==> src/hw/rtl/sdu_pkg.sv <==
// ----------------------------------------------------------------------------
// sdu_pkg
// Shared types for the sorted distinct union set unit: command and result
// words, control state encoding and the per-cell control group.
// ----------------------------------------------------------------------------
package sdu_pkg;

    localparam int unsigned DATA_W = 32;

    typedef enum logic
    {
        KIND_INSERT = 1'b0,
        KIND_FLUSH  = 1'b1
    } kind_t;

    typedef struct packed
    {
        kind_t                     kind;
        logic signed [DATA_W-1:0]  value;
    } cmd_word_t;

    typedef struct packed
    {
        logic signed [DATA_W-1:0]  value_res;
        logic                      last;
        logic                      empty_res;
        logic                      overflow;
    } res_word_t;

    typedef enum logic [1:0]
    {
        ST_IDLE  = 2'd0,
        ST_INS   = 2'd1,
        ST_FLUSH = 2'd2
    } state_t;

    typedef struct packed
    {
        logic ins;
        logic shl;
    } cell_ctl_t;

endpackage

==> src/hw/rtl/sdu_cell.sv <==
// ----------------------------------------------------------------------------
// sdu_cell
// One storage cell of the sorted chain. Compares the broadcast insert value
// with its own entry, takes the new value or its left neighbor's entry on an
// insert, and takes its right neighbor's entry on a drain shift.
// ----------------------------------------------------------------------------
module sdu_cell
(
    input  logic                               clk,
    input  logic                               rst_n,
    input  sdu_pkg::cell_ctl_t                 ctl,
    input  logic signed [sdu_pkg::DATA_W-1:0]  ins_val,
    input  logic signed [sdu_pkg::DATA_W-1:0]  left_val,
    input  logic                               left_take,
    input  logic                               left_valid,
    input  logic signed [sdu_pkg::DATA_W-1:0]  right_val,
    input  logic                               right_valid,
    output logic signed [sdu_pkg::DATA_W-1:0]  val,
    output logic                               valid,
    output logic                               take,
    output logic                               eq
);
    import sdu_pkg::*;

    logic signed [DATA_W-1:0] val_reg;
    logic signed [DATA_W-1:0] val_next;
    logic                     valid_reg;
    logic                     valid_next;
    logic                     lt;

    assign lt    = valid_reg && (ins_val < val_reg);
    assign eq    = valid_reg && (ins_val == val_reg);
    assign take  = lt || !valid_reg;
    assign val   = val_reg;
    assign valid = valid_reg;

    always_comb
    begin
        val_next   = val_reg;
        valid_next = valid_reg;
        if (ctl.shl)
        begin
            val_next   = right_val;
            valid_next = right_valid;
        end
        else if (ctl.ins)
        begin
            valid_next = valid_reg || left_valid;
            if (take)
            begin
                val_next = left_take ? left_val : ins_val;
            end
        end
    end

    always_ff @(posedge clk)
    begin
        val_reg <= val_next;
    end

    always_ff @(posedge clk or negedge rst_n)
    begin
        if (!rst_n)
        begin
            valid_reg <= 1'b0;
        end
        else
        begin
            valid_reg <= valid_next;
        end
    end

endmodule

==> config.mk <==
export PLATFORM = sky130hd
export DESIGN_NAME = sdu_cell
export DESIGN_NICKNAME = d
export VERILOG_FILES = /design/src/hw/rtl/sdu_pkg.sv /design/src/hw/rtl/sdu_cell.sv
export SDC_FILE = /design/constraint.sdc
export NUM_CORES = 1
export LEC_CHECK = 0
export ABC_AREA = 1
export BUFFER_PORTS_ARGS = -buffer_cell sky130_fd_sc_hd__buf_2
export CORE_MARGIN = 3
export CORE_UTILIZATION = 45
export DETAILED_ROUTE_END_ITERATION = 10
export GPL_TIMING_DRIVEN = 0
export PLACE_DENSITY = 0.81
export SYNTH_ARGS = -nofsm -noshare
export SYNTH_HDL_FRONTEND = slang
export SYNTH_SLANG_ARGS = --single-unit
==> constraint.sdc <==
create_clock -name clk -period 3.4 [get_ports clk]
set_input_delay 0.17 -clock clk [delete_from_list [all_inputs] [get_ports clk]]
set_output_delay 0.17 -clock clk [all_outputs]
set_load 0.05 [all_outputs]
==> reports/summary.txt <==
Combinational Power Share: 0.385
GPL Wtd Cong: 0.7828
Worst-Skew Late Latency: 0.28 ns
Net Count, Synth: 463
Clock power share: 0.229
Port-buffer cells: 135
Cts bufs inserted: 5
R2R Path End: val[9]
Via Count: 2,672
Chip height: 80.95 um
Worst setup EP type: register
Synthesis Warnings: 0
DP Area: 0.003291 mm^2
Leak: 1.813 nW
CP required: 3.31 ns
Final Max Tran Viols: 0
Final net count: 606
Count leader, synth: a21oi_1
Syn avg cell area: 7.706 um^2
Final cell area excluding filler cells: 0.003393 mm^2
Clk_skew: 0.007964 ns
Root buffer cell: clkbuf_8
Sw Share: 0.3868
Rows: 26
Post-synth ARST share: 0.03030
Post-synth top area share: 0.3802
Status: finished clean
Synth area leader: edfxtp_1
Fmax: 398.6 MHz
Antenna diodes: 0
Startpoint Class: register
Slowest stage cell, crit path: nand2_2
Final TNS setup: 0 ns
Slew HR: 0.4781
Worst path arrival time: 2.42 ns
Hold path start: right_valid
Post-DR wirelength/cell: 13.15 um
CP startpoint: val[23]
Via density: 4.930
Cell internal pwr: 0.0008351 W
Core Region: 0.005270 mm^2
FF+latch count, synth: 33
Worst-path clk slew: 0.07 ns
Top cells by area, synth: edfxtp_1 (38%), ha_1 (16%), a21oi_1 (16%)
Final setup viols: 0
Initial antenna violation count: 0
Crit Path Category: reg -> reg
Vias in the first global route: 2,516
Fill count: 478
Worst-margin pin slew: 0.7801 ns
Initial DRC Count: 104
Layout area overhead: 34.26%
Sequential fraction of the synthesis area: 0.3901
Final hold violations: 0
Antenna viol nets, final: 0
GRT Overall Usage: 0.2204
First-pass GRT wire length: 11,170 um
Total grt overflow: 0
Power Dens Cells: 401.3 mW/mm^2
Max FFs per register: 32
Cell area after synthesis: 0.002527 mm^2
Clk sinks: 33
Die X: 80.95 um
RSZ-0062 raised after global routing: no
Worst hold-check path type: in -> reg
Worst reg2reg path startpoint: val[23]
Top cells by count, synth: a21oi_1 (79), nand2_1 (71), nor2_1 (40)
First-pass DRT Iterations: 4
Yosys cell types: 23
Final period util: 0.7379
Sequence of cells on the critical path: inv_1, ha_1, nand2_1, nor2_1, nand4_2, nor2_2, nand2_1, nand2_1, nand2_1, nand3_2, nand2_1, nand2_2
Post-Syn Instances: 328
End of the critical path: val[9]
HPWL Detailed: 5750 um
Crit-path max cell delay: 0.58 ns
R2R depth: 12
Tmin final: 2.509 ns
CP dominant cell by count: nand2_1
Flop pwr share: 0.386
Drt drc: 0
Switch Pwr: 0.0005267 W
Largest net degree at the start of global routing: 33
Initial Utilization: 0.4796
Peak VDD IR: 0.2165 mV
Ys flop type: edfxtp_1
Setup slack, reg-to-reg: 0.89 ns
Post-synth EDFFs: 32
Share of post-route cells with drive strength above 1: 0.3305
CP Max Fanout: 32
Clock Path Buffers: 2
Final wirelength: 7129 um
Max Cap Viol: 0
Die area: 0.006552 mm^2
CTS tree: built
# H-tree levels: 2
Setup Buffers After CTS: 0
I/O Pins: 138
## kinds of logic (layout without fill, tap and decap cells)
kind of cell             Yosys count  in the layout  share of synthesized area
buffers and inverters             57            201                    0.08564
adder cells (fa/ha/maj)           32             32                     0.1584
AO/OA/AOI/OAI                     84             84                     0.1698
flip-flops                        33             33                     0.3901
AND/OR/NAND/NOR                  122            122                     0.1960
## metal layers
metal | global-route usage | share of wire
met5 | 0 | 0
met4 | 0.08108 | 0.024
met3 | 0.03880 | 0.066
met2 | 0.3949 | 0.51
met1 | 0.2624 | 0.40
## what timing repair did
| item | 4_1_cts | 5_1_grt |
|---|---|---|
| endpoints found under the hold margin | 1 | 0 |
| hold buffers | 1 | 0 |
| gates resized for setup | 0 | 0 |
## power groups by stage
| stage | sequential [W] | clock, W | combinational, W |
|---|---|---|---|
| 2_1_floorplan | 0.000691 | 0 | 0.000208 |
| 3_3_place_gp | 0.000534 | 0 | 0.000511 |
| 3_5_place_dp | 0.000536 | 0 | 0.000524 |
| 4_1_cts | 0.000527 | 0.000322 | 0.000527 |
| 5_1_grt | 0.000532 | 0.000337 | 0.000583 |
| 6_report | 0.000526 | 0.000311 | 0.000525 |
## layout by cell type, fill, tap and decap left out
cell type      Yosys  layout
nor2_2             2       2
buf_2              2     137
nand3_2            1       1
edfxtp_1          32      32
a21o_1             1       1
inv_2              5       5
dfrtp_1            1       1
a21oi_1           79      79
nor3_1             1       1
clkbuf_8           0       6
clkbuf_1          12      14
nand2_2            1       2
nand4_1            1       1
o21ai_0            2       2
ha_1              32      32
nand4_2            1       1
o21a_1             1       1
nand3_1            2       2
o21a_2             1       1
nor2_1            40      40
nand2_1           71      70
dlygate4sd3_1      0       1
nor3_2             1       1
inv_1             38      38
and3_1             1       1
## how the worst min path moves through the flow
stage                     depth (start not counted)  slack [ns]     to
after global routing                              3        0.16  valid
final                                             3        0.13  valid
after floorplan                                   0       -0.13  valid
after CTS                                         3        0.13  valid
after global placement                            1       -0.05  valid
after detailed placement                          1       -0.05  valid
## metrics by stage
stage / hold WS [ns] / setup slack, ns / util / std cells / power [W]
after CTS: 0.1259 / 0.3788 / 0.6434 / 542 / 0.001376
after detailed placement: -0.05383 / 0.3981 / 0.6244 / 533 / 0.001060
final: 0.1330 / 0.8912 / 0.6439 / 542 / 0.001362
after floorplan: -0.1256 / 0.3776 / - / 328 / 0.0008986
after global routing: 0.1639 / 0.6883 / 0.6439 / 542 / 0.001452
after global placement: -0.05497 / 0.5218 / 0.6244 / 533 / 0.001044
## worst max-delay path: cells and delay by family (launching register included)
family / cells / cell delay (ns)
adders and majority gates: 1 / 0.29
DFF: 1 / 0.35
and+or+nand+nor: 10 / 1.44
buffers and inverters: 1 / 0.05
## area by class of cell
cell class | instances | area, um^2 | area share
inverter | 43 | 161.4 | 0.04757
tap | 70 | 87.58 | 0.02581
multi-input combinational | 238 | 1328 | 0.3912
sequential | 33 | 985.9 | 0.2906
timing repair buffer | 136 | 685.7 | 0.2021
clock buffer | 8 | 90.09 | 0.02655
buffer | 14 | 55.05 | 0.01622
(Power assumes the default switching activity.)
